## config.mk

```make
export PLATFORM = sky130hd
export DESIGN_NAME = ess_div
export DESIGN_NICKNAME = d
export VERILOG_FILES = /design/src/rtl/ess_pkg.sv /design/src/rtl/ess_div.sv
export SDC_FILE = /design/constraint.sdc
export NUM_CORES = 1
export LEC_CHECK = 0
export ABC_AREA = 1
export BUFFER_PORTS_ARGS = -buffer_cell sky130_fd_sc_hd__buf_4
export CORE_UTILIZATION = 56
export DETAILED_ROUTE_END_ITERATION = 12
export PLACE_DENSITY_LB_ADDON = 0.3
export SLEW_MARGIN = 20
export SYNTH_ARGS = -nofsm -noshare
export SYNTH_HDL_FRONTEND = slang
export SYNTH_SLANG_ARGS = --single-unit
```

## constraint.sdc

```tcl
create_clock -name i_clk -period 8.1 [get_ports i_clk]
set_input_delay 1.62 -clock i_clk [delete_from_list [all_inputs] [get_ports i_clk]]
set_output_delay 1.62 -clock i_clk [all_outputs]
set_load 0.01 [all_outputs]
```

## src/rtl/ess_pkg.sv

```systemverilog
// shared types and constants for the error set statistics block
`timescale 1ns / 1ps

package ess_pkg;

    localparam int FIELD_W = 24;
    localparam int COUNT_W = 11;
    localparam int SUM_W   = 34;
    localparam int SQ_W    = 48;
    localparam int WIDE_W  = 58;
    localparam int ROOT_W  = 29;
    localparam int REM_W   = 32;

    typedef logic [FIELD_W-1:0] t_sample;

    // what one cell shows its neighbours
    typedef struct packed {
        logic    valid;
        logic    le;
        t_sample value;
    } t_link;

    // broadcast control for the whole chain
    typedef struct packed {
        logic    ins;
        logic    shift;
        t_sample x;
    } t_cell_ctl;

endpackage

```

## src/rtl/ess_div.sv

```systemverilog
// restoring divider, one quotient bit per cycle
`timescale 1ns / 1ps

module ess_div (
    input  logic                        i_clk,
    input  logic                        i_rst_n,
    input  logic                        i_start,
    input  logic [ess_pkg::WIDE_W-1:0]  i_num,
    input  logic [ess_pkg::COUNT_W-1:0] i_den,
    output logic                        o_done,
    output logic [ess_pkg::WIDE_W-1:0]  o_quot
);
    import ess_pkg::*;

    localparam int CNT_W = $clog2(WIDE_W);

    logic               r_busy;
    logic               r_done;
    logic [CNT_W-1:0]   r_cnt;
    logic [WIDE_W-1:0]  r_q;
    logic [COUNT_W-1:0] r_rem;
    logic [COUNT_W-1:0] r_den;
    logic [COUNT_W:0]   trial;
    logic               fits;

    // shift in the next dividend bit and test against the divisor
    assign trial = {r_rem, r_q[WIDE_W-1]};
    assign fits  = trial >= {1'b0, r_den};

    always_ff @(posedge i_clk) begin
        if (!i_rst_n) begin
            r_busy <= 1'b0;
            r_done <= 1'b0;
        end else begin
            r_done <= 1'b0;
            if (i_start) begin
                r_busy <= 1'b1;
                r_cnt  <= '0;
                r_q    <= i_num;
                r_rem  <= '0;
                r_den  <= i_den;
            end else if (r_busy) begin
                r_rem <= fits ? COUNT_W'(trial - {1'b0, r_den}) : COUNT_W'(trial);
                r_q   <= {r_q[WIDE_W-2:0], fits};
                r_cnt <= r_cnt + 1'b1;
                if (r_cnt == CNT_W'(WIDE_W - 1)) begin
                    r_busy <= 1'b0;
                    r_done <= 1'b1;
                end
            end
        end
    end

    assign o_done = r_done;
    assign o_quot = r_q;

endmodule

```

==> metrics.md <==
| Metric | Value |
|---|---|
| Detailed Place HPWL | a little under 8000 um |
| Final-stage net count | 718 |
| Synth Flop Type | edfxtp_1 |
| Resize count post-CTS | 0 |
| DR vias | 3742 |
| Placed cell areas | 0.005544 mm2 |
| WP data arrival | about 3.4 ns |
| RSZ-0062 raised after global routing | false |
| Antenna Nets Post-Route | 0 |
| Period minus WS final | 3.462 ns |
| Core Area | 0.007767 mm2 |
| Finished Layout Cells | 738 |
| Share of cells above drive strength 1 | between 20% and 30% |
| Area delta synth->final | 26.29% |
| DR pass1 iterations | 5 |
| F_max | 0.2889 GHz |
| Asr flop ratio synth | 0% |
| CTS Buf Count | 9 |
| Routed len/inst | 14.30 um |
| Largest family of logic cells by synthesized area | simple AND/OR/NAND/NOR gates |
| Worst hold path class | reg -> reg |
| Tcrit/Tclk final | 42.74% |
| Syn nets | 593 |
| Die height | 91.76 um |
| Worst Path Max Fanout | between 60 and 70 |
| Initial Utilization | between 50 and 60% |
| CTS H-tree depth | 3 |
| Synth Area in Simple Gates | between 20 and 30% |
| GRT Overall Usage | 26.24% |
| Final Setup Violations | 0 |
| Yosys cell types | 28 |
| Clock sink total | between 80 and 90 |
| Drt total wl | 10560 um |
| Setup TNS | 0 ns |
| Final Util | 73.36% |
| Pin count of the biggest net entering global routing | 70 |
| CTS Hold Buffers Added | 0 |
| Fin area | 0.005698 mm2 |
| Crit Path Category | in -> reg |
| Vias in the first global route | between 3000 and 4000 |
| Synth Warn # | 0 |
| PD cells | 181.7 mW/mm2 |
| Clk Latency, worst-skew pair | around 0.34 ns |
| CP required | 8.07 ns |
| Gpl congestion | 0.8910 |
| Post-synthesis cell count | 507 |
| CTS clk-pin slew, worst paths | 0.08 ns |
| Post-synthesis adder-cell area fraction | under 10% |
| Area leader, netlist | edfxtp_1 |
| Register area share after synthesis | 58.13% |
| Number of max-cap violations | 0 |
| Final setup skew | 0.008314 ns |
| # placed instances | around 720 |
| Num ports | 131 |
| Compound-cell area share of the yosys netlist | 1.581% |
| CTS tree | built |
| # fillers | roughly 600 |
| DRC viols | 0 |
| Initial antenna violation count | 0 |
| DRC marker count from the first detailed-route iteration | about 250 |
| Pleak | approximately 0.0028 uW |
| Total grt overflow | 0 |
| Worst-Margin Slew | 0.8978 ns |
| Startpoint Class | input port |
| Die X | 91.76 um |
| Core Rows | 32 |
| Fin. Hold Viols | 0 |
| Post-synth EDFFs | 86 |
| IO buf count | between 100 and 150 |
| Clock Tree Root | clkbuf_8 |
| Status | complete, no violations |
| Mapped Avg Cell Area | about 9 um2 |
| Crit end category | flop |
| Max Slew Vio Count | 0 |
| First-pass GRT wire length | 16970 um |
| Clock Path Buffers | 2 |
| Avg Vias per Cell | 5.070 |
| Flops & latches, synth | 88 |
| Diodes inserted | 0 |
| Post-synth top area share | a little under three fifths |
| Top cells by area, synth | edfxtp_1 57%, nand2_1 20%, inv_1 4.7%, ha_1 3.6%, nor2_1 2.7% |
| Syn Std Cell Area | 0.004512 mm2 |
| Die area | roughly 0.0084 mm2 |
| XOR/XNOR share of the synthesized area | less than 1% |
| Post-synthesis mux area share | 0% |
| Peak supply drop | 114.3 uV |
| Relative slew slack | 40.15% |
| Postcts setup bufs | 0 |
==> sequential cells by signal, indices dropped and copies added (netlist names) <==
signal / count
r_den: 11
r_rem: 11
r_busy: 1
o_quot: 58
o_done: 1
r_cnt: 6
==> through the flow <==
| stage | total power (uW) | hold slack, ns | setup slack [ns] |
|---|---|---|---|
| 2_1_floorplan | 703.7 | 0.4219 | 2.050 |
| 3_3_place_gp | 781.6 | 0.4970 | 4.323 |
| 3_5_place_dp | 791.8 | 0.5077 | 4.256 |
| 4_1_cts | 1038 | 0.5178 | 4.625 |
| 5_1_grt | 1086 | 0.5520 | 4.475 |
| 6_report | 1036 | 0.5174 | 4.638 |
==> power breakdown <==
part	total (uW)	switching [uW]	internal [uW]
Combinational	222	129	93.1
Clock	252	144	108
Sequential	561	19.1	542
==> worst paths after layout <==
kind	startpoint	to	slack, ns	cells past startpoint
setup / recovery	i_start	o_quot[9]	4.64	4
hold / removal	r_busy	o_done	0.52	2
setup reg to reg	o_quot[57]	r_rem[9]	5.54	11
hold reg to reg	r_busy	o_done	0.52	2
==> synthesized netlist by cell type, types with 3 or more instances <==
cell	count
clkbuf_1	6
nand4_1	12
buf_6	3
nand2_1	239
edfxtp_1	86
nor2_1	32
a21oi_1	8
inv_1	57
nand3_1	13
buf_2	3
nor2_2	7
buf_1	5
nand3_2	4
ha_1	13
o21ai_0	3
==> worst max-delay path: stages <==
cell and delay (ns):
buf_4 0.50, inv_2 0.13, a21oi_4 0.44, buf_4 0.71
==> cell type report <==
| type | count | area, um2 | share of cell area, % |
|---|---|---|---|
| multi-input cells | 343 | 1585 | 27.82 |
| well taps | 102 | 127.6 | 2.240 |
| clock buffers | 11 | 131.4 | 2.306 |
| flip-flops and latches | 88 | 2623 | 46.03 |
| clock inverters | 4 | 22.52 | 0.3953 |
| inverters | 58 | 217.7 | 3.821 |
| repair buffers | 132 | 991.0 | 17.39 |
==> cells in the final DEF (no fill, tap or decap), drive strengths merged <==
| master | Yosys | final |
|---|---|---|
| a21oi | 8 | 8 |
| buf | 12 | 132 |
| clkbuf | 6 | 11 |
| clkinv | 0 | 3 |
| clkinvlp | 0 | 1 |
| dfxtp | 2 | 2 |
| edfxtp | 86 | 86 |
| fa | 1 | 1 |
| ha | 13 | 13 |
| inv | 58 | 58 |
| nand2 | 241 | 241 |
| nand3 | 17 | 17 |
| nand4 | 13 | 13 |
| nor2 | 39 | 39 |
| nor3 | 2 | 2 |
| nor4 | 1 | 1 |
| o21a | 1 | 1 |
| o21ai | 4 | 4 |
| xnor2 | 1 | 1 |
| xor2 | 2 | 2 |
==> metal layers <==
| layer | part of all wire (%) | routed length [um] | vias to the layer above | global-route usage, % |
|---|---|---|---|---|
| met5 | 0 | 0 | - | 0 |
| met4 | 1.9 | 205 | 0 | 11.20 |
| met3 | 6.8 | 721 | 18 | 4.726 |
| met2 | 51 | 5420 | 149 | 43.86 |
| met1 | 40 | 4209 | 1713 | 33.78 |
| li1 | - | - | 1862 | - |
==> cell families (layout without fill, tap and decap cells) <==
family / count (synthesis) / count (layout)
fa+ha+maj: 14 / 14
flops: 88 / 88
xor+xnor: 3 / 3
buf+inv: 76 / 205
compound gates: 13 / 13
simple gates: 313 / 313
(Power assumes the default switching activity.)
