`src/rtl/ess_pkg.sv`:
```
// shared types and constants for the error set statistics block
`timescale 1ns / 1ps

package ess_pkg;

    localparam int FIELD_W = 24;
    localparam int COUNT_W = 11;
    localparam int SUM_W   = 34;
    localparam int SQ_W    = 48;
    localparam int WIDE_W  = 58;
    localparam int ROOT_W  = 29;
    localparam int REM_W   = 32;

    typedef logic [FIELD_W-1:0] t_sample;

    // what one cell shows its neighbours
    typedef struct packed {
        logic    valid;
        logic    le;
        t_sample value;
    } t_link;

    // broadcast control for the whole chain
    typedef struct packed {
        logic    ins;
        logic    shift;
        t_sample x;
    } t_cell_ctl;

endpackage

```
`src/rtl/ess_sqrt.sv`:
```
// floor square root, one root bit per cycle
`timescale 1ns / 1ps

module ess_sqrt (
    input  logic                        i_clk,
    input  logic                        i_rst_n,
    input  logic                        i_start,
    input  logic [ess_pkg::WIDE_W-1:0]  i_op,
    output logic                        o_done,
    output logic [ess_pkg::ROOT_W-1:0]  o_root
);
    import ess_pkg::*;

    localparam int CNT_W = $clog2(ROOT_W);

    logic              r_busy;
    logic              r_done;
    logic [CNT_W-1:0]  r_cnt;
    logic [WIDE_W-1:0] r_op;
    logic [REM_W-1:0]  r_rem;
    logic [ROOT_W-1:0] r_root;
    logic [REM_W-1:0]  rem_in;
    logic [REM_W-1:0]  trial;
    logic              fits;

    // bring down two operand bits, try root*4+1
    assign rem_in = {r_rem[REM_W-3:0], r_op[WIDE_W-1 -: 2]};
    assign trial  = {1'b0, r_root, 2'b01};
    assign fits   = rem_in >= trial;

    always_ff @(posedge i_clk) begin
        if (!i_rst_n) begin
            r_busy <= 1'b0;
            r_done <= 1'b0;
        end else begin
            r_done <= 1'b0;
            if (i_start) begin
                r_busy <= 1'b1;
                r_cnt  <= '0;
                r_op   <= i_op;
                r_rem  <= '0;
                r_root <= '0;
            end else if (r_busy) begin
                r_rem  <= fits ? rem_in - trial : rem_in;
                r_root <= {r_root[ROOT_W-2:0], fits};
                r_op   <= {r_op[WIDE_W-3:0], 2'b00};
                r_cnt  <= r_cnt + 1'b1;
                if (r_cnt == CNT_W'(ROOT_W - 1)) begin
                    r_busy <= 1'b0;
                    r_done <= 1'b1;
                end
            end
        end
    end

    assign o_done = r_done;
    assign o_root = r_root;

endmodule

```
`config.mk`:
```
export PLATFORM = sky130hd
export DESIGN_NAME = ess_sqrt
export DESIGN_NICKNAME = d
export VERILOG_FILES = /design/src/rtl/ess_pkg.sv /design/src/rtl/ess_sqrt.sv
export SDC_FILE = /design/constraint.sdc
export NUM_CORES = 1
export LEC_CHECK = 0
export BUFFER_PORTS_ARGS = -buffer_cell sky130_fd_sc_hd__buf_4
export CAP_MARGIN = 25
export CORE_ASPECT_RATIO = 1.2
export CORE_MARGIN = 10
export CORE_UTILIZATION = 59
export CTS_CLUSTER_SIZE = 20
export DETAILED_ROUTE_END_ITERATION = 8
export HOLD_SLACK_MARGIN = 0.08
export PLACE_DENSITY = 0.83
export RECOVER_POWER = 100
export SYNTH_ARGS = -nofsm -noshare
export SYNTH_HDL_FRONTEND = slang
export SYNTH_SLANG_ARGS = --single-unit
```
`constraint.sdc`:
```
create_clock -name i_clk -period 5.3 [get_ports i_clk]
set_input_delay 1.06 -clock i_clk [delete_from_list [all_inputs] [get_ports i_clk]]
set_output_delay 1.06 -clock i_clk [all_outputs]
set_load 0.01 [all_outputs]
```
==> impl_results.md, run 1 <==
* Antenna Nets Post-Route at 0
* Hold WC Path Type: register to register
* Worst path top cell family by delay: compound AO/OA/AOI/OAI gates
* I/O pin cnt at 91
* Worst-skew pair later-pin latency at 420 ps
* Cell count after synthesis at 624
* H-tree Lvls at 4
* Layout Cells excl Fill at 880
* Port Buffers at 90
* DR WL/cell at 18.4 um
* Post-layout nets at 805
* Ratio of cells with drive above 1 in the final layout at 22.8%
* Final setup fails at 0
* Worst Setup Start Kind: register
* Hold Fails Final Rpt at 0
* Core Box Area at 0.0117 mm^2
* Setup tns final at 0 ps
* RSZ-0062 raised after global routing: false
* Avg Inst Size Synth at 11.4 um^2
* Slowest cell on crit path: o41ai_1
* Top_reg_cell synth: edfxtp_1
* Setup crit end kind: register
* Initial antenna violation count at 0
* Pin count of the biggest net entering global routing at 83
* CTS root buffer: clkbuf_16
* Clock sinks at 124
* Post-placement cell count at 848
* Syn Std Cell Area at 0.00713 mm^2
* Fin. max-slew vios at 71
* Reg clk slew, reported paths at 60 ps
* # DRC at 0
* Ys async rst share at 0%
* Worst Path Max Fanout at 24
* Sequential share of the synthesized area at 51.9%
* Vias in the first global route at 5408
* Detailed placement HPWL at 11.1 mm
* Clock Tree Buf Depth at 2
* Die height at 140 um
* Max_cap viols at 1
* Fill count at 815
* Total routed wirelength at 16.2 mm
* Slew headroom at -10.5%
* Most used cell, CP: a21oi_1
* Status: finished with violations
* F_max at 250 MHz
* FP Rows at 43
* DR vias at 5256
* Post-cts gate resize count at 0
* WS Path Type: register to register
* First-pass DRT Iterations at 5
* Failing checks: capacitance limit, slew limit
* Syn-to-layout area delta at 17.1%
* Synth Net Count at 718
* CP Data Arrival Time at 4130 ps
* Total grt overflow at 0
* Number of synthesis warnings at 0
* Min Tclk post-route at 4000 ps
* Unique cell type count in the Yosys netlist at 65
* Worst slew pin tran at 1660 ps
* Tcrit/Tclk final at 75.4%
* CTS tree: done
* Max VDD drop at 214 uV
* CP peak stage delay at 750 ps
* Overall Global Routing Usage at 19.3%
* Die width at 120 um
* CTS buffer count at 17
* Yosys reg bits at 124
* CP required at 5430 ps
* Leak at 0.00322 uW
* CP cell instances: ha_1 -> a21oi_1 -> nor2b_1 -> o41ai_1 -> a21oi_1 -> o211a_1 -> o21ai_0 -> o22ai_1
* Number of flops mapped to enable cells by yosys at 122
* RePlAce Congestion at 0.994
* First-pass GRT wire length at 26.7 mm
* P per Cell Area at 367 mW/mm^2
* DR vias/cell at 5.97
* Antenna fix cells at 0
* Final core occ at 71.5%
* Hold buffer count at CTS at 0
* CP bufs+invs at 0
* Clock skew at 9.53 ps
* Setup bufs post-CTS at 0
* Starting DRT DRC Count at 338
* Effective utilization at floorplan at 61.1%
* Area of the die at 0.0169 mm^2
-- power by group --
| part | switching, uW | internal (uW) | total [uW] |
|---|---|---|---|
| clock network | 440 | 786 | 1230 |
| logic | 367 | 259 | 626 |
| registers | 36.4 | 1180 | 1220 |
| total | 844 | 2220 | 3070 |
-- cell usage in the layout (no fill, tap or decap), types with 4 or more instances in the layout --
cell type	count
edfxtp_1	122
o211ai_1	7
ha_1	33
o21ai_0	34
o22ai_1	8
nand2_1	34
a21o_1	8
and2_1	6
xnor2_1	10
nand3_1	28
nor3_1	15
clkbuf_16	17
clkbuf_1	30
buf_4	63
a21oi_1	50
o21a_1	7
a211oi_1	5
mux2_2	56
bufinv_16	4
nor2_1	48
and3_1	9
xor2_1	15
inv_1	38
nand4_1	7
-- logic make-up after synthesis --
group	synth area share (%)
xor+xnor	3.07
flops	51.9
fa+ha+maj	5.79
buf+inv	3.98
mux	8.99
simple gates	11.4
compound gates	14.8
-- layout make-up --
class,instances,area (um^2),area share (%)
Clock inverter,14,193,2.31
Timing Repair Buffer,94,591,7.07
Multi-Input combinational cell,436,3100,37.1
Clock buffer,17,425,5.09
Sequential cell,124,3700,44.3
Inverter,38,143,1.71
Tap cell,157,196,2.35
-- metal layers --
metal	track usage, %	part of all wire [%]	vias up
li1	-	-	2513
met1	22.0	40	2542
met2	32.8	51	170
met3	6.27	6.9	31
met4	7.76	2.2	0
met5	0	0	-
-- Yosys cell counts (2+ instances only) --
library cell / instances / share of area [%]
o21a_1: 7 / 0.74
and4_1: 2 / 0.25
nand3_1: 28 / 2.0
inv_1: 38 / 2.0
xor2_1: 15 / 1.8
a211oi_1: 4 / 0.42
nand2_1: 33 / 1.7
nor2_1: 48 / 2.5
a21boi_0: 3 / 0.32
mux2_2: 56 / 8.8
a31oi_1: 2 / 0.18
clkbuf_1: 14 / 0.74
and3_1: 9 / 0.79
buf_1: 2 / 0.11
dfxtp_1: 2 / 0.56
and2_1: 7 / 0.61
a211oi_2: 3 / 0.53
buf_6: 5 / 0.79
nor3_1: 16 / 1.1
or2_2: 2 / 0.18
a211o_1: 3 / 0.37
nor2b_1: 2 / 0.18
o22a_1: 2 / 0.25
o211ai_4: 2 / 0.60
o21ai_1: 2 / 0.14
edfxtp_1: 122 / 51
buf_2: 4 / 0.28
o21ai_0: 33 / 2.3
o22ai_1: 8 / 0.70
ha_1: 33 / 5.8
a21oi_1: 50 / 3.5
a21o_1: 8 / 0.84
a21oi_2: 3 / 0.37
o211ai_1: 7 / 0.74
or3_1: 2 / 0.18
nand4_1: 7 / 0.61
o41ai_1: 2 / 0.25
nor3b_1: 2 / 0.21
xnor2_1: 10 / 1.2
-- registers in the layout, indices dropped and copies added, names as in the netlist --
name and cells:
r_cnt 5, o_root 29, o_done 1, r_busy 1, r_op 58, r_rem 30
-- metrics by stage --
step / setup WS [ps] / hold WS [ps] / total power [uW] / area, um^2
after floorplan: 713 / 454 / 1700 / 7130
after detailed placement: 1840 / 489 / 1860 / 7900
after global routing: 1050 / 506 / 3190 / 8350
final: 1300 / 500 / 3070 / 8350
after global placement: 1900 / 479 / 1840 / 7900
after CTS: 2150 / 505 / 3090 / 8520
-- final timing paths --
kind	startpoint	to	slack, ps	cells after the start
max reg2reg	r_rem[18]	r_rem[23]	1300	8
min	r_busy	o_done	500	1
max	r_rem[18]	r_rem[23]	1300	8
min reg2reg	r_busy	o_done	500	1
Power figures use the tool's default switching activity.
==> run 2, diff against run 1 <==
==> constraint.sdc (replaced) <==
create_clock -name i_clk -period 4.2 [get_ports i_clk]
set_input_delay 0.84 -clock i_clk [delete_from_list [all_inputs] [get_ports i_clk]]
set_output_delay 0.84 -clock i_clk [all_outputs]
set_load 0.01 [all_outputs]
==> run 2 against run 1 <==
  * The run now ends clean
  * Critical path depth stayed put
  * Cell count is 0.11% higher
  * Hold slack better by 16 ps
  * Sequential cell count stayed put
  * Final area hardly changed
  * Combinational power is 29% higher
  * Highest routed layer unchanged
==> impl_results.md, run 2 (same netlist as run 1, synthesis figures left out) <==
* Worst setup margin at 730 ps
* F_max at 288 MHz
* CTS tree: done
* Core Box Area at 0.0117 mm^2
* CTS root buffer: clkbuf_16
* H-tree Lvls at 4
* Post-layout nets at 806
* Crit. path cell count at 8
* Area of the die at 0.0169 mm^2
* Detailed placement HPWL at 11.8 mm
* Slew headroom at 11.3%
* Post-cts gate resize count at 0
* Antenna Nets Post-Route at 0
* Effective utilization at floorplan at 61.1%
* Antenna fix cells at 0
* Syn-to-layout area delta at 17.2%
* CP cell instances: ha_1 -> a21oi_1 -> nor2b_1 -> o41ai_4 -> o211ai_1 -> o211ai_2 -> nand2_4 -> a211oi_1
* Worst slew pin tran at 1330 ps
* GR Util met3 at 7.08%
* DR WL/cell at 19.2 um
* Setup tns final at 0 ps
* Tcrit/Tclk final at 82.6%
* Die height at 140 um
* RePlAce Congestion at 1.00
* CP bufs+invs at 0
* First-pass DRT Iterations at 4
* Final setup fails at 0
* Die width at 120 um
* CTS buffer count at 17
* Most frequent cells in the layout: edfxtp_1 (122), buf_4 (62), mux2_2 (54)
* DR vias/cell at 6.05
* WS Path Type: register to register
* Port Buffers at 90
* RSZ-0062 raised after global routing: false
* Status: complete, no violations
* Max VDD drop at 355 uV
* Hold Fails Final Rpt at 0
* R2R depth at 8
* Top reg by flops: r_op
* Min Tclk post-route at 3470 ps
* M2 GR Usage at 34.1%
* Commonest non-fill, non-tap cell in the layout: edfxtp_1
* Vias in the first global route at 5476
* # DRC at 0
* Clock sinks at 124
* Cell Area, Placed at 0.00792 mm^2
* Initial antenna violation count at 0
* Worst path top cell family by delay: compound AO/OA/AOI/OAI gates
* Starting DRT DRC Count at 366
* WHS Path Cells at 1
* Setup crit end kind: register
* Worst Path Max Fanout at 23
* Reg clk slew, reported paths at 60 ps
* Fin. max-slew vios at 0
* Flop2flop setup slack at 730 ps
* GR Util met1 at 22.3%
* P per Cell Area at 459 mW/mm^2
* Slowest cell on crit path: o211ai_2
* Leak at 0.00322 uW
* DR vias at 5329
* Ratio of cells with drive above 1 in the final layout at 23.1%
* Overall Global Routing Usage at 20.1%
* Hold buffer count at CTS at 0
* CP required at 4430 ps
* Clock skew at 7.88 ps
* Total grt overflow at 0
* Worst Setup Start Kind: register
* Setup bufs post-CTS at 0
* Pin count of the biggest net entering global routing at 59
* CP Data Arrival Time at 3700 ps
* Clock Tree Buf Depth at 2
* Final Cell Area at 0.00835 mm^2
* Max FFs per register at 58
* Gr busiest metal: met2
* FP Rows at 43
* Setup slack at placement at 1170 ps
* Total routed wirelength at 16.9 mm
* Worst-skew pair later-pin latency at 420 ps
* Hold WC Path Type: register to register
* Max_cap viols at 0
* I/O pin cnt at 91
* CP peak stage delay at 950 ps
* First-pass GRT wire length at 27.4 mm
run 2: cell count changes in the layout (fill, tap and decap cells not counted), moves of 2 or more:
cell,delta
clkinv_1,-2
mux2_2,-2
clkbuf_1,+2
o211ai_4,-2
mux2_1,+2
run 2: path summary, 6_finish.rpt:
path	startpoint	endpoint
setup / recovery	r_rem[18]	r_rem[25]
hold / removal	r_busy	o_done
setup reg to reg	r_rem[18]	r_rem[25]
hold reg to reg	r_busy	o_done
run 2: routing by layer:
metal	vias up	wire (um)
li1	2518	-
met1	2560	6550
met2	205	8560
met3	46	1340
met4	0	498
met5	-	0
run 2: worst register-to-register path: stages (launching register included):
cell and delay, ps:
edfxtp_1 400, ha_1 370, a21oi_1 280, nor2b_1 150, o41ai_4 370, o211ai_1 260, o211ai_2 950, nand2_4 210
a211oi_1 300
run 2: layout make-up:
| type | count | area (um^2) |
|---|---|---|
| clock buffers | 18 | 429 |
| clock inverters | 13 | 168 |
| multi-input cells | 436 | 3110 |
| inverters | 38 | 143 |
| flip-flops and latches | 124 | 3700 |
| repair buffers | 95 | 607 |
| well taps | 157 | 196 |
| fillers | 839 | 3320 |
run 2: through the flow:
step	power (uW)	std cells	utilization (%)	hold WS [ps]
6_report	3830	881	71.5	517
5_1_grt	3990	881	71.5	526
4_1_cts	3860	881	73.0	531
3_5_place_dp	2370	850	67.9	501
3_3_place_gp	2340	850	67.9	479
2_1_floorplan	2140	624	-	454
run 2: where the power goes:
part           internal [uW]  switching (uW)
logic                    331             479
clock network            933             558
registers               1490            44.7
total                   2750            1080
