File: src/rtl/ess_pkg.sv
// shared types and constants for the error set statistics block
`timescale 1ns / 1ps

package ess_pkg;

    localparam int FIELD_W = 24;
    localparam int COUNT_W = 11;
    localparam int SUM_W   = 34;
    localparam int SQ_W    = 48;
    localparam int WIDE_W  = 58;
    localparam int ROOT_W  = 29;
    localparam int REM_W   = 32;

    typedef logic [FIELD_W-1:0] t_sample;

    // what one cell shows its neighbours
    typedef struct packed {
        logic    valid;
        logic    le;
        t_sample value;
    } t_link;

    // broadcast control for the whole chain
    typedef struct packed {
        logic    ins;
        logic    shift;
        t_sample x;
    } t_cell_ctl;

endpackage

File: src/rtl/ess_cell.sv
// one cell of the sorting chain: holds one sample, inserts in order, shifts out
`timescale 1ns / 1ps

module ess_cell (
    input  logic               i_clk,
    input  logic               i_rst_n,
    input  ess_pkg::t_cell_ctl i_ctl,
    input  ess_pkg::t_link     i_prev,
    input  ess_pkg::t_link     i_next,
    output ess_pkg::t_link     o_link
);
    import ess_pkg::*;

    logic    r_valid;
    t_sample r_value;
    logic    le_mine;

    // stored value stays in place when it is not above the new sample
    assign le_mine = r_valid && (r_value <= i_ctl.x);

    always_ff @(posedge i_clk) begin
        if (!i_rst_n) begin
            r_valid <= 1'b0;
        end else if (i_ctl.ins) begin
            if (!le_mine) begin
                if (i_prev.le) begin
                    r_value <= i_ctl.x;
                    r_valid <= 1'b1;
                end else begin
                    r_value <= i_prev.value;
                    r_valid <= i_prev.valid;
                end
            end
        end else if (i_ctl.shift) begin
            r_value <= i_next.value;
            r_valid <= i_next.valid;
        end
    end

    assign o_link.valid = r_valid;
    assign o_link.le    = le_mine;
    assign o_link.value = r_value;

endmodule

File: config.mk
export PLATFORM = sky130hd
export DESIGN_NAME = ess_cell
export DESIGN_NICKNAME = d
export VERILOG_FILES = /design/src/rtl/ess_pkg.sv /design/src/rtl/ess_cell.sv
export SDC_FILE = /design/constraint.sdc
export NUM_CORES = 1
export LEC_CHECK = 0
export BUFFER_PORTS_ARGS = -buffer_cell sky130_fd_sc_hd__buf_2
export CORE_ASPECT_RATIO = 1.4
export CORE_MARGIN = 2
export CORE_UTILIZATION = 46
export CTS_BUF_LIST = sky130_fd_sc_hd__clkbuf_4
export DETAILED_ROUTE_END_ITERATION = 10
export GPL_ROUTABILITY_DRIVEN = 0
export PLACE_DENSITY_LB_ADDON = 0.12
export SLEW_MARGIN = 20
export SYNTH_ARGS = -nofsm -noshare
export SYNTH_HDL_FRONTEND = slang
export SYNTH_SLANG_ARGS = --single-unit
File: constraint.sdc
create_clock -name i_clk -period 3.62 [get_ports i_clk]
set_clock_uncertainty 0.1 [all_clocks]
set_input_delay 0.181 -clock i_clk [delete_from_list [all_inputs] [get_ports i_clk]]
set_output_delay 0.181 -clock i_clk [all_outputs]
set_load 0.01 [all_outputs]
==> results of run 1 <==
-- sequential cells by signal (all words and copies together) (netlist names) --
name,count
r_valid,1
r_value,24
-- layout make-up --
cell class | instances | area share [%]
multi-input cells | 144 | 42.0
flip-flops and latches | 25 | 29.2
repair buffers | 108 | 21.8
inverters | 24 | 3.55
well taps | 45 | 2.22
clock buffers | 4 | 1.18
-- layer usage --
layer  vias to the layer above  track usage (%)  part of all wire (%)
li1                        933                -                     -
met1                       827             19.3                    40
met2                        57             37.8                    54
met3                         2             2.87                   5.9
met4                         0             4.77                  0.48
met5                         -                0                     0
-- cells by family (layout without fill, tap and decap cells) --
logic type / after synthesis / count (layout) / share of synthesized area, %
muxes: 24 / 24 / 12.3
buffers and inverters: 35 / 136 / 7.32
AOI/OAI and AO/OA: 49 / 49 / 14.3
adders and majority gates: 24 / 24 / 15.4
and+or+nand+nor: 47 / 47 / 12.6
DFF: 25 / 25 / 38.0
-- power by group through the flow --
stage	clock network, mW	registers [mW]	logic (mW)
final	0.139	0.356	0.224
after global routing	0.153	0.359	0.252
after CTS	0.146	0.356	0.228
after detailed placement	0	0.363	0.226
after global placement	0	0.362	0.223
after floorplan	0	0.373	0.126
-- Yosys cell counts --
library cell / n
a211oi_1: 1
buf_2: 3
clkbuf_1: 6
nand4_4: 1
nor4_1: 1
nand3_1: 2
o21ai_1: 1
edfxtp_1: 24
nand4_1: 5
o221a_1: 1
inv_1: 24
a21boi_2: 1
nor4_2: 2
mux2i_1: 24
nand2_1: 6
ha_1: 24
nor2b_1: 2
buf_4: 2
a41o_1: 1
a21oi_2: 1
dfxtp_1: 1
a21o_1: 3
nand2b_1: 1
nor2_1: 26
o211ai_1: 1
nand4_2: 1
a21oi_1: 36
o21ai_0: 3
-- per-stage QoR --
| stage | util [%] | cells | total power, mW | hold WS [ns] | setup WS [ns] |
|---|---|---|---|---|---|
| after floorplan | - | 204 | 0.498 | 0.190 | 0.933 |
| after global placement | 60.4 | 345 | 0.584 | 0.311 | 1.18 |
| after detailed placement | 60.4 | 345 | 0.589 | 0.326 | 1.12 |
| after CTS | 61.3 | 350 | 0.730 | 0.0511 | 1.09 |
| after global routing | 61.3 | 350 | 0.764 | 0.0643 | 0.957 |
| final | 61.3 | 350 | 0.718 | 0.0554 | 1.12 |
-- critical path: stages (launching register included) --
cell	delay (ns)
edfxtp_1	0.43
ha_1	0.36
nand4_4	0.13
nor4_2	0.36
o21ai_1	0.17
a21boi_2	0.19
o221a_1	0.22
buf_4	0.24
-- layout by cell type, fill, tap and decap left out, drive strengths merged --
cell | netlist | final
a211oi | 1 | 1
a21boi | 1 | 1
a21o | 3 | 3
a21oi | 37 | 37
a41o | 1 | 1
buf | 5 | 107
clkbuf | 6 | 4
dfxtp | 1 | 1
dlygate4sd3 | 0 | 1
edfxtp | 24 | 24
ha | 24 | 24
inv | 24 | 24
mux2i | 24 | 24
nand2 | 6 | 6
nand2b | 1 | 1
nand3 | 2 | 2
nand4 | 7 | 7
nor2 | 26 | 26
nor2b | 2 | 2
nor4 | 3 | 3
o211ai | 1 | 1
o21ai | 4 | 4
o221a | 1 | 1
-- path summary, 6_finish.rpt --
| path | cells after the start | slack, ns | endpoint |
|---|---|---|---|
| hold / removal | 3 | 0.06 | r_value[5] |
| setup reg to reg | 7 | 1.12 | r_value[3] |
| hold reg to reg | 2 | 0.43 | r_valid |
| setup / recovery | 7 | 1.12 | r_value[3] |
==> results by group, run 1 <==
Worst setup path
  – CP max FO: 14
  – Crit. End Element: flop
  – Crit path required time: 3.55 ns
  – Kind of critical path: reg2reg
  – Crit path from: r_value[21]
  – Setup crit start kind: flop
  – Worst r2r src: r_value[21]
  – CP arrival: 2.43 ns

Power and ir drop
  – Switch share: between 20 and 30%
  – Sw Pwr: approximately 0.22 mW
  – Pwr Density: 283 nW/µm²
  – Internal Power: 0.503 mW
  – Leak: between 1 and 1.5 nW
  – Peak VDD IR: 179 µV
  – Combinational power share: 31.1%
  – Sequential Power Share: 49.6%
  – Clock share of power: 19.3%

Synth
  – Gate Count Post-Synth: 204
  – Synth warn: 0
  – Synth top area share: 37.0%
  – Post-Syn Area per Cell: 9.55 µm²
  – Leading area contributor after synthesis: edfxtp_1
  – Synth cell types: 28
  – Area contributors post-synth: edfxtp_1, ha_1, mux2i_1, a21oi_1, nor2_1
  – Seq cells post-synth: 25
  – Post-Syn Nets: 308
  – Mapped cell area: between 1500 and 2000 µm²
  – Register area share after synthesis: approximately two fifths

Clock network
  – # clock sinks: 25
  – Cts repair resizes: 0
  – Worst skew pair latency: around 0.32 ns
  – Hold buffer count at cts: 1
  – Clock slew at reported path FFs: 0.15 ns
  – CTS root buffer: clkbuf_4
  – Setup Buffers After CTS: 0
  – Number of buffers created by CTS: 3
  – Clock buffer depth: 2
  – CTS tree: built
  – CTS H-tree depth: 1

STA
  – Finish-stage setup viols: 0
  – Slew @ Worst Pin: 0.752 ns
  – Setup tns final: 0 ns
  – Final Critical Period: roughly 2.5 ns
  – Worst relative slew slack: 49.9%
  – Fmax: between 400 and 500 MHz
  – Final hold violation count: 0
  – Tcrit/Tclk final: approximately 69%
  – RSZ-0062 raised after global routing: false
  – Max-slew violations: 0

Floorplanning
  – # rows: 28
  – Starting density of the core: 47.1%
  – Die width: 59 µm
  – Core area: 4130 µm²
  – Die Span Y: around 81 µm
  – Die area: 4780 µm²
  – Number of top-level pins: 106

Finish
  – Nets: about 400
  – Layout area overhead: 30.1%
  – Fin area: 2530 µm²
  – FF+latch area: 741 µm²
  – Inserted Diodes: 0
  – Layout cell share with drive strength beyond 1: 38.4%
  – Area of the multi-input gates: 1060 µm²
  – Fill cells: 389

Outcome
  – Status: completed

Routing
  – DRT iter0 DRCs: 25
  – Vias per inst: ~5.2
  – Total Wirelength: 4380 µm
  – Routed wire per std cell: 12.5 µm
  – DR vias: 1819
  – Final routed DRC violation total: 0
  – Final ANT Viol Nets: 0
  – TritonRoute pass-1 iters: 4

Min path
  – Worst Hold Class: in2reg
  – Hold_sp: i_next[5]

Placed design
  – Detail Placement HPWL: 3480 µm
  – Buffers on Ports: approximately 100
  – DP Area: about 2500 µm²

Job
  – Max Cap Viol: 0

Global route
  – Gr usage total: 18.7%
  – Initial antenna violation count: 0
  – Vias in the first global route: 1701
  – GR Overflow Total: 0
  – Largest net degree at the start of global routing: 37
  – First-pass GRT wire length: 7000 µm
Note: power is estimated with default switching activity, not from simulation.
==> inputs of run 2 (changes only) <==
- clock period: 3.62 -> 2.59 ns (I/O delays scaled with it)
==> run 2 against run 1 <==
  * Register-to-register slack worse by 0.93 ns
  * Highest routed layer unchanged
  * Worst setup slack worse by 0.93 ns
  * Global-route usage up 1.0 points
  * Combinational power up 44%
  * Total power up 40%
  * First-iteration DRC count up 16%
  * Worst hold slack worse by 0.037 ns
  * Count of clock-buffer cells in the layout unchanged
  * Final cell count up 0.29%
  * Critical endpoint is now r_value[21]
==> results by group, run 2 (same netlist as run 1, synthesis figures left out) <==
Outcome
  – Status: completed

STA
  – Slew @ Worst Pin: 0.750 ns (-0.00167 ns)
  – Setup tns final: 0 ns (unchanged)
  – Final hold violation count: 0 (unchanged)
  – Final Critical Period: 2.39 ns (-0.105 ns)
  – Max-slew violations: 0 (unchanged)
  – Worst relative slew slack: 50.0% (+0.11 points)
  – Final worst slack: 0.195 ns (-0.925 ns)
  – Finish-stage setup viols: 0 (unchanged)
  – Tcrit/Tclk final: 92.5% (+23 points)
  – Fmax: 418 MHz (+4.4%)
  – RSZ-0062 raised after global routing: false

Clock network
  – Number of buffers created by CTS: 3 (unchanged)
  – CTS root buffer: clkbuf_4
  – Clock slew at reported path FFs: 0.14 ns (about the same)
  – CTS tree: built
  – CTS H-tree depth: 1 (unchanged)
  – # clock sinks: 25 (unchanged)
  – Worst skew pair latency: 0.31 ns (about the same)
  – Clock buffer depth: 2 (unchanged)

Power and ir drop
  – Leak: 1.34 nW (+1.9%)
  – Peak VDD IR: 257 µV (+43%)
  – Pwr Density: 391 nW/µm² (+38%)
  – Total Power: 1.01 mW (+40%)

Floorplanning
  – Die area: 4780 µm² (unchanged)
  – Number of top-level pins: 106 (unchanged)
  – Core area: 4130 µm² (unchanged)
  – Die width: 59 µm (unchanged)
  – # rows: 28 (unchanged)
  – Die Span Y: 81 µm (unchanged)
  – Starting density of the core: 47.1% (unchanged)

Finish
  – Nets: 411 (+0.24%)
  – Top flop regs: r_value (24), r_valid (1)
  – Inserted Diodes: 0 (unchanged)
  – Most common cell after layout, fill and taps aside: buf_2
  – Fill cells: 387 (-0.51%)
  – Layout cell share with drive strength beyond 1: 38.6% (+0.20 points)
  – Max reg flops: 24 (unchanged)
  – Layout area overhead: 32.2%
  – Commonest non-fill, non-tap cells in the layout: buf_2, a21oi_1, nor2_1
  – Largest Register: r_value

Worst setup path
  – CP max FO: 15 (+1)
  – Crit path required time: 2.54 ns (-1.01 ns)
  – Kind of critical path: reg2reg
  – CP arrival: 2.34 ns (-0.09 ns)
  – Setup crit start kind: flop
  – Crit. End Element: flop

Placed design
  – Place WS: 0.133 ns (-0.991 ns)
  – Buffers on Ports: 104 (unchanged)
  – Detail Placement HPWL: 3650 µm (+4.6%)

Routing
  – DRT iter0 DRCs: 29 (+16%)
  – Routed wire per std cell: 12.7 µm (+1.1%)
  – TritonRoute pass-1 iters: 4 (unchanged)
  – Final routed DRC violation total: 0 (unchanged)
  – DR vias: 1794 (-1.4%)
  – Total Wirelength: 4450 µm (+1.4%)
  – Vias per inst: 5.11 (-1.7%)
  – Final ANT Viol Nets: 0 (unchanged)

Job
  – Max Cap Viol: 0 (unchanged)

Global route
  – Vias in the first global route: 1798 (+5.7%)
  – Initial antenna violation count: 0 (unchanged)
  – GR Overflow Total: 0 (unchanged)
  – First-pass GRT wire length: 7290 µm (+4.1%)
  – Largest net degree at the start of global routing: 47 (+27%)
  – Gr usage total: 19.8% (+1.0 points)

Min path
  – Worst Hold Class: in2reg
run 2: changes by cell type in the layout (fill, tap and decap cells not counted):
cell           before  now
dlygate4sd3_1       1    2
buf_4               3    2
buf_12              0    1
nor4_4              0    1
o221a_1             1    0
o221a_4             0    1
nor4_2              2    1
run 2: final timing paths:
check | endpoint | start | depth (start not counted) | slack [ns]
setup / recovery | r_value[21] | r_value[21] | 7 | 0.20
hold reg to reg | r_valid | r_valid | 2 | 0.42
hold / removal | r_value[5] | i_next[5] | 3 | 0.02
setup reg to reg | r_value[21] | r_value[21] | 7 | 0.20
run 2: per-layer routing:
| layer | track usage [%] | up-vias | share of wire [%] |
|---|---|---|---|
| met3 | 2.07 | 2 | 5.2 |
| met1 | 20.9 | 794 | 39 |
| met5 | 0 | - | 0 |
| li1 | - | 941 | - |
| met4 | 5.00 | 0 | 0.56 |
| met2 | 39.9 | 57 | 55 |
run 2: where the power goes:
group / switching [mW] / total (mW) / internal [mW]
combinational: 0.167 / 0.322 / 0.155
sequential: 0.0149 / 0.498 / 0.483
clock: 0.117 / 0.188 / 0.0706
total: 0.299 / 1.01 / 0.709
run 2: final cells by class:
class	instances	area, µm²	share of cell area (%)
Tap cell	45	56.3	2.19
Sequential cell	25	741	28.8
Multi-Input combinational cell	144	1080	42.0
Clock buffer	4	30.0	1.17
Timing Repair Buffer	109	576	22.4
Inverter	24	90.1	3.50
run 2: per-stage QoR:
step | cells | hold slack (ns) | instance area [µm²] | utilization, %
final | 351 | 0.0179 | 2570 | 62.3
after global routing | 351 | 0.0206 | 2570 | 62.3
after CTS | 351 | 0.00188 | 2560 | 61.9
after detailed placement | 345 | 0.286 | 2510 | 60.7
after global placement | 345 | 0.265 | 2510 | 60.7
after floorplan | 204 | 0.138 | 1950 | -
run 2: what timing repair did:
| action | in CTS | in global routing |
|---|---|---|
| endpoints found under the hold margin | 2 | 0 |
| setup endpoints to repair | 0 | 20 |
| buffers inserted | 0 | 0 |
| resized for setup | 0 | 2 |
| hold buffers | 2 | 0 |
run 2: critical path: stages, from the launching register on:
cell and delay (ns):
edfxtp_1 0.42, ha_1 0.36, nand4_4 0.15, nor4_4 0.32, o21ai_1 0.15, a21boi_2 0.20, o221a_4 0.27, buf_12 0.17
